===== src/cbd_pkg.sv =====
// Shared types and constants for the console bus decoder.
// Depends on nothing; every other file takes names from here by scope.
`timescale 1ns / 1ps

package cbd_pkg;

    localparam int BASE_AW   = 10;      // 1K base RAM
    localparam int EXP_AW    = 15;      // 32K expansion RAM
    localparam int OFS_W     = 21;      // external offset port width
    localparam int SIZE_W    = 21;
    localparam int CFG_IDX_W = 2;

    localparam logic [15:0] BANK_SEL_BASE = 16'hffc0;
    localparam logic [7:0]  GRP_MASK      = 8'he0;
    localparam logic [7:0]  GRP_SEG_KEY   = 8'h80;
    localparam logic [7:0]  GRP_VIDEO     = 8'ha0;
    localparam logic [7:0]  GRP_SEG_JOY   = 8'hc0;
    localparam logic [7:0]  GRP_PAD       = 8'he0;
    localparam logic [7:0]  PORT_XSEL     = 8'h50;
    localparam logic [7:0]  PORT_XWR      = 8'h51;
    localparam logic [7:0]  PORT_XRD      = 8'h52;
    localparam logic [7:0]  PORT_EXP_HI   = 8'h53;
    localparam logic [7:0]  PORT_EXP_LO   = 8'h7f;
    localparam logic [7:0]  XSEL_MASK     = 8'h0f;
    localparam logic [7:0]  OPEN_BUS      = 8'hff;
    localparam logic [7:0]  EXP_RESET_VAL = 8'hff;
    localparam logic [SIZE_W-1:0] PAGE_8K  = 21'h02000;
    localparam logic [SIZE_W-1:0] PAGE_16K = 21'h04000;

    typedef enum logic [1:0] {
        ACT_MEM_RD  = 2'd0,
        ACT_MEM_WR  = 2'd1,
        ACT_PORT_RD = 2'd2,
        ACT_PORT_WR = 2'd3
    } act_t;

    typedef enum logic [3:0] {
        TGT_OPEN  = 4'd0,
        TGT_BASE  = 4'd1,
        TGT_EXP   = 4'd2,
        TGT_BIOS  = 4'd3,
        TGT_ROM   = 4'd4,
        TGT_VSTAT = 4'd5,
        TGT_VRD   = 4'd6,
        TGT_VCTL  = 4'd7,
        TGT_VWR   = 4'd8,
        TGT_SND   = 4'd9,
        TGT_XSEL  = 4'd10,
        TGT_XWR   = 4'd11,
        TGT_XRD   = 4'd12,
        TGT_PAD   = 4'd13
    } tgt_t;

    typedef enum logic [CFG_IDX_W-1:0] {
        REG_CART_IS_MEGA = 2'd0,
        REG_ROM_SIZE     = 2'd1
    } reg_idx_t;

    typedef enum logic [1:0] {
        RD_FIXED = 2'd0,
        RD_BASE  = 2'd1,
        RD_EXP   = 2'd2
    } rd_src_t;

    typedef struct packed {
        tgt_t             target;
        rd_src_t          rd_src;
        logic [7:0]       read_data;
        logic [OFS_W-1:0] ext_offset;
        logic             pad_port;
        logic [7:0]       forward_data;
    } dec_t;

    typedef struct packed {
        logic               base_we;
        logic               base_re;
        logic               exp_we;
        logic               exp_re;
        logic [BASE_AW-1:0] base_addr;
        logic [EXP_AW-1:0]  exp_addr;
        logic [7:0]         wdata;
    } mem_req_t;

endpackage


===== src/cbd_decode.sv =====
// Address/port decode, mapping registers, bank select and RAM request generation.
// Depends on cbd_pkg.
`timescale 1ns / 1ps

module cbd_decode #(
    parameter int ROM_OFFSET_BITS = 21
) (
    input  logic                            clk,
    input  logic                            rst_n,
    input  logic                            accept,
    input  logic [1:0]                      action,
    input  logic [15:0]                     address,
    input  logic [7:0]                      write_data,
    input  logic [15:0]                     pad_word,
    input  logic                            cfg_we,
    input  logic [cbd_pkg::CFG_IDX_W-1:0]   cfg_index,
    input  logic [cbd_pkg::SIZE_W-1:0]      cfg_data,
    output cbd_pkg::dec_t                   dec,
    output cbd_pkg::mem_req_t               mem_req
);

    logic                          mega_reg, mega_next;
    logic [cbd_pkg::SIZE_W-1:0]    size_reg, size_next;
    logic                          strobe_reg, strobe_next;
    logic                          upper_reg, upper_next;
    logic                          lower_reg, lower_next;
    logic [ROM_OFFSET_BITS-1:0]    bank_reg, bank_next;

    logic [7:0]                    port;
    logic [7:0]                    pages;
    logic [6:0]                    bank_mask;
    logic [ROM_OFFSET_BITS-1:0]    bank_sel_base;
    logic                          past_rom;
    logic [cbd_pkg::OFS_W-1:0]     cart_ofs;
    logic [cbd_pkg::OFS_W-1:0]     page_base;
    logic [cbd_pkg::OFS_W-1:0]     ofs_sum;
    cbd_pkg::mem_req_t             req;

    assign port = address[7:0];

    // 8K page count rounded up, kept in 8 bits; mask is (pages/2 - 1)
    assign pages = size_reg[20:13] + 8'(|size_reg[12:0]);
    assign bank_mask = pages[7:1] - 7'd1;
    assign bank_sel_base = ROM_OFFSET_BITS'({address[6:0] & bank_mask, 14'b0});
    assign past_rom = {6'b0, address} >= ({1'b0, size_reg} + 22'h08000);

    // bank_next already holds a select made by this same access
    always_comb
    begin
        page_base = '0;
        case (address[14:13])
            2'd0:    page_base = size_reg - cbd_pkg::PAGE_16K;
            2'd1:    page_base = size_reg - cbd_pkg::PAGE_8K;
            2'd2:    page_base = cbd_pkg::OFS_W'(bank_next);
            default: page_base = cbd_pkg::OFS_W'(bank_next) + cbd_pkg::PAGE_8K;
        endcase
        if (mega_reg)
            ofs_sum = page_base + cbd_pkg::OFS_W'(address[12:0]);
        else
            ofs_sum = cbd_pkg::OFS_W'(address[14:0]);
        cart_ofs = cbd_pkg::OFS_W'(ofs_sum[ROM_OFFSET_BITS-1:0]);
    end

    always_comb
    begin
        dec          = '0;
        dec.target   = cbd_pkg::TGT_OPEN;
        dec.rd_src   = cbd_pkg::RD_FIXED;
        req          = '0;
        req.base_addr = address[cbd_pkg::BASE_AW-1:0];
        req.exp_addr  = address[cbd_pkg::EXP_AW-1:0];
        req.wdata     = write_data;
        strobe_next  = strobe_reg;
        upper_next   = upper_reg;
        lower_next   = lower_reg;
        bank_next    = bank_reg;

        case (cbd_pkg::act_t'(action))
            cbd_pkg::ACT_MEM_RD:
            begin
                if (lower_reg && address[15:13] == 3'd0) begin
                    dec.target = cbd_pkg::TGT_EXP;
                    dec.rd_src = cbd_pkg::RD_EXP;
                    req.exp_re = 1'b1;
                end else if (address[15:13] == 3'd0) begin
                    dec.target     = cbd_pkg::TGT_BIOS;
                    dec.ext_offset = cbd_pkg::OFS_W'(address);
                end else if (upper_reg && !address[15]) begin
                    dec.target = cbd_pkg::TGT_EXP;
                    dec.rd_src = cbd_pkg::RD_EXP;
                    req.exp_re = 1'b1;
                end else if (address[15:13] < 3'd3) begin
                    dec.read_data = cbd_pkg::OPEN_BUS;
                end else if (!address[15]) begin
                    dec.target  = cbd_pkg::TGT_BASE;
                    dec.rd_src  = cbd_pkg::RD_BASE;
                    req.base_re = 1'b1;
                end else begin
                    if (mega_reg && address >= cbd_pkg::BANK_SEL_BASE)
                        bank_next = bank_sel_base;
                    if (past_rom) begin
                        dec.read_data = cbd_pkg::OPEN_BUS;
                    end else begin
                        dec.target     = cbd_pkg::TGT_ROM;
                        dec.ext_offset = cart_ofs;
                    end
                end
            end
            cbd_pkg::ACT_MEM_WR:
            begin
                if (lower_reg && address[15:13] == 3'd0) begin
                    dec.target = cbd_pkg::TGT_EXP;
                    req.exp_we = 1'b1;
                end else if (upper_reg && address[15:13] != 3'd0 && !address[15]) begin
                    dec.target = cbd_pkg::TGT_EXP;
                    req.exp_we = 1'b1;
                end else if (address[15:13] >= 3'd3 && !address[15]) begin
                    dec.target  = cbd_pkg::TGT_BASE;
                    req.base_we = 1'b1;
                end
            end
            cbd_pkg::ACT_PORT_RD:
            begin
                if ((port & cbd_pkg::GRP_MASK) == cbd_pkg::GRP_VIDEO) begin
                    dec.target = port[0] ? cbd_pkg::TGT_VSTAT : cbd_pkg::TGT_VRD;
                end else if ((port & cbd_pkg::GRP_MASK) == cbd_pkg::GRP_PAD) begin
                    dec.target    = cbd_pkg::TGT_PAD;
                    dec.pad_port  = port[1];
                    dec.read_data = strobe_reg ? ~pad_word[15:8] : ~pad_word[7:0];
                end else if (port == cbd_pkg::PORT_XRD) begin
                    dec.target = cbd_pkg::TGT_XRD;
                end else begin
                    dec.read_data = cbd_pkg::OPEN_BUS;
                end
            end
            default:
            begin
                if ((port & cbd_pkg::GRP_MASK) == cbd_pkg::GRP_SEG_KEY) begin
                    strobe_next = 1'b0;
                end else if ((port & cbd_pkg::GRP_MASK) == cbd_pkg::GRP_VIDEO) begin
                    dec.target       = port[0] ? cbd_pkg::TGT_VCTL : cbd_pkg::TGT_VWR;
                    dec.forward_data = write_data;
                end else if ((port & cbd_pkg::GRP_MASK) == cbd_pkg::GRP_SEG_JOY) begin
                    strobe_next = 1'b1;
                end else if ((port & cbd_pkg::GRP_MASK) == cbd_pkg::GRP_PAD) begin
                    dec.target       = cbd_pkg::TGT_SND;
                    dec.forward_data = write_data;
                end else if (port == cbd_pkg::PORT_XSEL) begin
                    dec.target       = cbd_pkg::TGT_XSEL;
                    dec.forward_data = write_data & cbd_pkg::XSEL_MASK;
                end else if (port == cbd_pkg::PORT_XWR) begin
                    dec.target       = cbd_pkg::TGT_XWR;
                    dec.forward_data = write_data;
                end else if (port == cbd_pkg::PORT_EXP_HI) begin
                    upper_next = 1'b1;
                end else if (port == cbd_pkg::PORT_EXP_LO) begin
                    lower_next = !write_data[1];
                end
            end
        endcase

        mem_req         = req;
        mem_req.base_we = req.base_we & accept;
        mem_req.base_re = req.base_re & accept;
        mem_req.exp_we  = req.exp_we & accept;
        mem_req.exp_re  = req.exp_re & accept;
    end

    always_comb
    begin
        mega_next = mega_reg;
        size_next = size_reg;
        if (cfg_we) begin
            case (cfg_index)
                cbd_pkg::REG_CART_IS_MEGA: mega_next = cfg_data[0];
                cbd_pkg::REG_ROM_SIZE:     size_next = cfg_data;
                default:                   ;
            endcase
        end
    end

    always_ff @(posedge clk or negedge rst_n)
    begin
        if (!rst_n) begin
            mega_reg   <= 1'b0;
            size_reg   <= '0;
            strobe_reg <= 1'b0;
            upper_reg  <= 1'b0;
            lower_reg  <= 1'b0;
            bank_reg   <= '0;
        end else begin
            mega_reg <= mega_next;
            size_reg <= size_next;
            if (accept) begin
                strobe_reg <= strobe_next;
                upper_reg  <= upper_next;
                lower_reg  <= lower_next;
                bank_reg   <= bank_next;
            end
        end
    end

endmodule


===== config.mk =====
export PLATFORM = sky130hd
export DESIGN_NAME = cbd_decode
export DESIGN_NICKNAME = d
export VERILOG_FILES = /design/src/cbd_pkg.sv /design/src/cbd_decode.sv
export SDC_FILE = /design/constraint.sdc
export NUM_CORES = 1
export LEC_CHECK = 0
export ABC_CLOCK_PERIOD_IN_PS = 12700
export BUFFER_PORTS_ARGS = -buffer_cell sky130_fd_sc_hd__buf_4
export CAP_MARGIN = 20
export CORE_ASPECT_RATIO = 2
export CORE_MARGIN = 4
export CORE_UTILIZATION = 35
export DETAILED_ROUTE_END_ITERATION = 16
export PLACE_DENSITY_LB_ADDON = 0.05
export SLEW_MARGIN = 25
export SYNTH_ARGS = -nofsm -noshare
export SYNTH_HDL_FRONTEND = slang
export SYNTH_SLANG_ARGS = --single-unit

===== constraint.sdc =====
create_clock -name clk -period 12.7 [get_ports clk]
set_clock_uncertainty 0.05 [all_clocks]
set_input_delay 1.27 -clock clk [delete_from_list [all_inputs] [get_ports clk]]
set_output_delay 1.27 -clock clk [all_outputs]
set_load 0.005 [all_outputs]

==> Yosys cells after proc, flatten, opt, wreduce, memory -nomap -nowiden <==
Cells that the tools add are included.
{ "op_classes": {"add_sub_neg": 7, "mul": 0, "n_div": 0, "n_lt_le_gt_ge": 4, "n_eq_ne": 15, "shift": 0, "n_mux": 82, "n_bitwise": 15, "n_reduce_logical": 21} }
{ "ops": {"columns": ["op", "count"], "rows": [
  ["$mux W21", 12],
  ["$mux W29", 8],
  ["$mux W8", 13],
  ["$pmux W21 S3", 1],
  ["$eq A8 B7 Y1 const B", 5],
  ["$mux W4", 10],
  ["$mux W1", 25],
  ["$add A21 B16 Y22 const B", 1],
  ["$ge A16 B22 Y1", 1],
  ["$add A21 B13 Y21", 1],
  ["$add A21 B14 Y21 const B", 1],
  ["$sub A21 B14 Y21 const B", 1],
  ["$sub A21 B15 Y21 const B", 1],
  ["$ge A16 B16 Y1 const B", 1],
  ["$not A8 Y8", 2],
  ["$pmux W8 S2", 1],
  ["$reduce_or A13 Y1", 1],
  ["$eq A3 B3 Y1 const B", 4],
  ["$pmux W4 S3", 1],
  ["$mux W10", 1],
  ["$mux W5", 2],
  ["$reduce_and A10 Y1", 1],
  ["$mux W3", 3],
  ["$reduce_and A9 Y1", 1],
  ["other kinds (21)", 46]
]} }
{ "totals": {"regBits": 46, "latchBits": 0, "ramBits": 0, "mem_bits_ro": 0, "input_bits": 69, "out_inout_bits": 81, "word_cells": 150, "memories": 0} }

==> Logic depth before layout (Yosys ltp) <==
{ "depth": {"ltp_word": 27, "depth_mapped": 20, "mapped_depth_nobuf": 16} }

==> Least setup slack after synthesis <==
No wires, ideal clock.
{ "synth_timing": {"kind": "input-to-output", "start": "input address[14]", "end": "output dec[29] (netlist name)", "arrival_time_ps": 5127, "t_required_ps": 11380, "setup_slack_ps": 6253, "stages": 20, "n_path_buf": 5, "path_cell_list": "buf_2 > buf_1 > clkbuf_1 > clkbuf_1 > clkbuf_1 > nand2_1 > o2bb2ai_1 > ha_1 > inv_1 > fa_1 > nand2b_1 > a21oi_1 > nor4_1 > o21bai_1 > a41o_1 > o211ai_1 > nand3b_1 > a2111oi_2 > xnor2_1 > nor2_1"} }
{ "synth_rtl": {"columns": ["element", "line_no", "text"], "rows": [
  ["start, declared", "cbd_decode.sv:12", "input logic [15:0] address,"],
  ["end, declared", "cbd_decode.sv:18", "output cbd_pkg::dec_t dec,"]
]} }

==> summary.txt <==
Synth
  • Register area share after synthesis: 23.03%
  • Synth top cells by count: nor2_1, dfrtp_1, nand2_1, o21ai_0, ha_1
  • Top-area cell type share of the netlist area: ~23%
  • Most area-hungry cell type in the Yosys netlist: dfrtp_1
  • Synth unique cells: 67
  • Top cells by area, synth: dfrtp_1, ha_1, mux2_2
  • Prevailing post-synth register cell: dfrtp_1
  • Synth Instances: 610
  • Top-count cell post-synth: nor2_1
  • Yosys reg bits: 46
  • Post-synth EDFFs: 0
  • Post-Syn Area per Cell: approximately 8 um2
  • Syn_nets: 719
  • Synthesized area: between 0.004 and 0.005 mm2
  • Synthesis warning total: 0
  • Ys async rst share: between 90% and 100%

Worst setup path
  • Worst reg2reg setup slack: 9.13 ns
  • Crit path kind: in -> out
  • Setup crit end: dec[29]
  • Worst EP arrival: 5.81 ns
  • FF-to-FF path depth: 12
  • CP Launch Type: input port
  • Crit-path max FO: 56
  • Reg-to-Reg End: bank_reg[20]
  • Crit path launch: address[14]
  • Worst setup EP type: primary output
  • CP required: between 10 and 15 ns
  • Reg-to-Reg Start: size_reg[5]

Power
  • Leak: about 0.0028 uW
  • Clock power share: a little under a quarter
  • NetSw: approximately 220 uW
  • Peak VDD IR: between 0.05 and 0.06 mV
  • Power per cell area: 94.28 mW/mm2
  • Comb pwr share: a little over two fifths
  • Cell Int Power: roughly 360 uW
  • Net Sw Frac: roughly two fifths
  • Seq pwr share: 32.8%

CTS
  • Setup repair bufs after CTS: 0
  • Longest Clk Path Bufs: 2
  • Clk pin slew, worst setup/hold paths: about 0.070 ns
  • Cts hold-fix bufs: 0
  • TritonCTS Buffers: 5
  • Clock root buffer: clkbuf_16
  • Sink Count: 46
  • CTS tree: built
  • Post_cts resized: 0
  • Clock latency on the worst-skew pair: between 0.2 and 0.3 ns
  • H-Tree Depth: 2

Cells and area
  • Inserted Diodes: 0
  • Post-Layout Cell Count: ~890
  • Multi-input logic area: 0.003378 mm2
  • Syn-to-layout area delta: 22.86%
  • # fillers: about 1,400
  • Layout cells sized above 1: between 20% and 30%
  • Final #Nets: slightly above 800
  • Storage cell area: between 0.001 and 0.0015 mm2

Run
  • Max Cap Viol: 0

Floorplan
  • Row cnt: 61
  • Die H: between 150 and 200 um
  • IO Count: 150
  • Die Span X: between 90 and 100 um
  • Die area: 0.01637 mm2
  • Initial Util: between 30% and 40%
  • Core area: between 0.01 and 0.015 mm2

Drt
  • Post-detailed-route wirelength per cell: 19.04 um
  • Final ANT Viol Nets: 0
  • TritonRoute pass-1 iters: 4
  • Residual DRC: 0
  • Detailed Route WL: roughly 17,000 um
  • Vias per cell: around 5.5
  • Via count: just under 5,000
  • Iter 0 DRT Violations: approximately 190

Timing
  • Setup_tns: 0 ns
  • Setup Viol. Count Final: 0
  • Final Critical Period: 7.132 ns
  • RSZ-0062 raised after global routing: no
  • Slew @ Worst Pin: between 0.8 and 0.9 ns
  • Final slew viol count: 0
  • Maximum clock rate: 140.2 MHz
  • Final worst slack: 5.568 ns
  • Final-report hold violation count: 0
  • Worst slew margin: about two fifths
  • Final period util: 56.16%

Placement
  • Placed wire-length estimate: between 10,000 and 15,000 um
  • RePlAce Congestion: roughly 0.9
  • Placed Cells incl. Taps: approximately 880
  • Port Buffer Count: about 150
  • DP Worst Slack: between 5 and 6 ns

Status
  • Run status: completed

Global routing
  • Largest net degree at the start of global routing: 57
  • GR Util All Layers: 20.39%
  • Initial antenna violation count: 0
  • Vias in the first global route: about 5,100
  • First-pass GRT wire length: 26,290 um
  • Remaining Overflow, GRT: 0

Min path
  • Hold crit path type: reg -> reg
## area by class of cell
class | count | area share, %
clock buffer | 5 | 2.038
clock inverter | 3 | 0.3464
inverter | 26 | 1.590
multi-input combinational | 474 | 55.02
sequential | 46 | 18.75
tap | 189 | 3.852
timing repair buffer | 150 | 18.40
## worst max-delay path, stage by stage
cell       delay, ns
buf_4           0.45
nand2_1         0.37
or4_1           0.91
nand3_1         0.19
o21ai_0         0.11
ha_1            0.38
o21ai_0         0.10
a21oi_1         0.24
nor4_1          0.08
o21bai_1        0.24
a41o_1          0.28
o211ai_1        0.20
nand3b_1        0.26
a2111oi_2       0.33
xnor2_1         0.17
nor2_1          0.06
buf_4           0.13
## how the worst min path moves through the flow
stage / from / to / slack [ns] / depth (start not counted)
2_1_floorplan: bank_reg[10] / bank_reg[10] / 0.40 / 1
3_3_place_gp: bank_reg[12] / bank_reg[12] / 0.42 / 1
3_5_place_dp: bank_reg[11] / bank_reg[11] / 0.42 / 1
4_1_cts: bank_reg[0] / bank_reg[0] / 0.44 / 1
5_1_grt: bank_reg[0] / bank_reg[0] / 0.46 / 1
6_report: bank_reg[0] / bank_reg[0] / 0.44 / 1
## layout by cell type, fill, tap and decap left out, drive strengths merged, types with 9 or more instances in the layout
master,instances
buf,150
nor2,53
dfrtp,46
o21ai,42
nand2,41
ha,39
mux2,29
inv,26
and2,25
nand3,23
a21oi,21
xnor2,18
a21o,17
nor4,13
mux2i,12
a22o,10
nand4,9
xor2,9
## power by group through the flow
| stage | registers, uW | clock network (uW) | logic, uW |
|---|---|---|---|
| after global placement | 193 | 0 | 251 |
| after floorplan | 177 | 0 | 181 |
| after CTS | 190 | 140 | 255 |
| final | 190 | 135 | 254 |
| after global routing | 193 | 144 | 282 |
| after detailed placement | 193 | 0 | 253 |
## kinds of logic (layout without fill, tap and decap cells)
logic type / after synthesis / in the layout / share of synthesized area [%]
flops: 46 / 46 / 23.03
xor+xnor: 27 / 27 / 4.732
simple gates: 215 / 215 / 23.08
mux: 41 / 41 / 8.938
compound gates: 151 / 151 / 20.68
fa+ha+maj: 40 / 40 / 10.17
buf+inv: 90 / 184 / 9.364
## stage by stage
stage          total power, uW  cell area [um2]  utilization (%)  hold WS [ns]
6_report                 578.8             6140            43.96        0.4401
3_3_place_gp             443.9             5982            42.83        0.4199
2_1_floorplan            357.2             4997                -        0.4032
5_1_grt                  619.1             6140            43.96        0.4590
3_5_place_dp             446.8             5982            42.83        0.4204
4_1_cts                  585.4             6128            43.88        0.4403
## per-layer routing
metal,global-route usage [%],routed length (um)
met1,20.52,6057
met2,41.41,9675
met3,2.553,830
met4,7.010,435
met5,0,0
(Power assumes the default switching activity.)
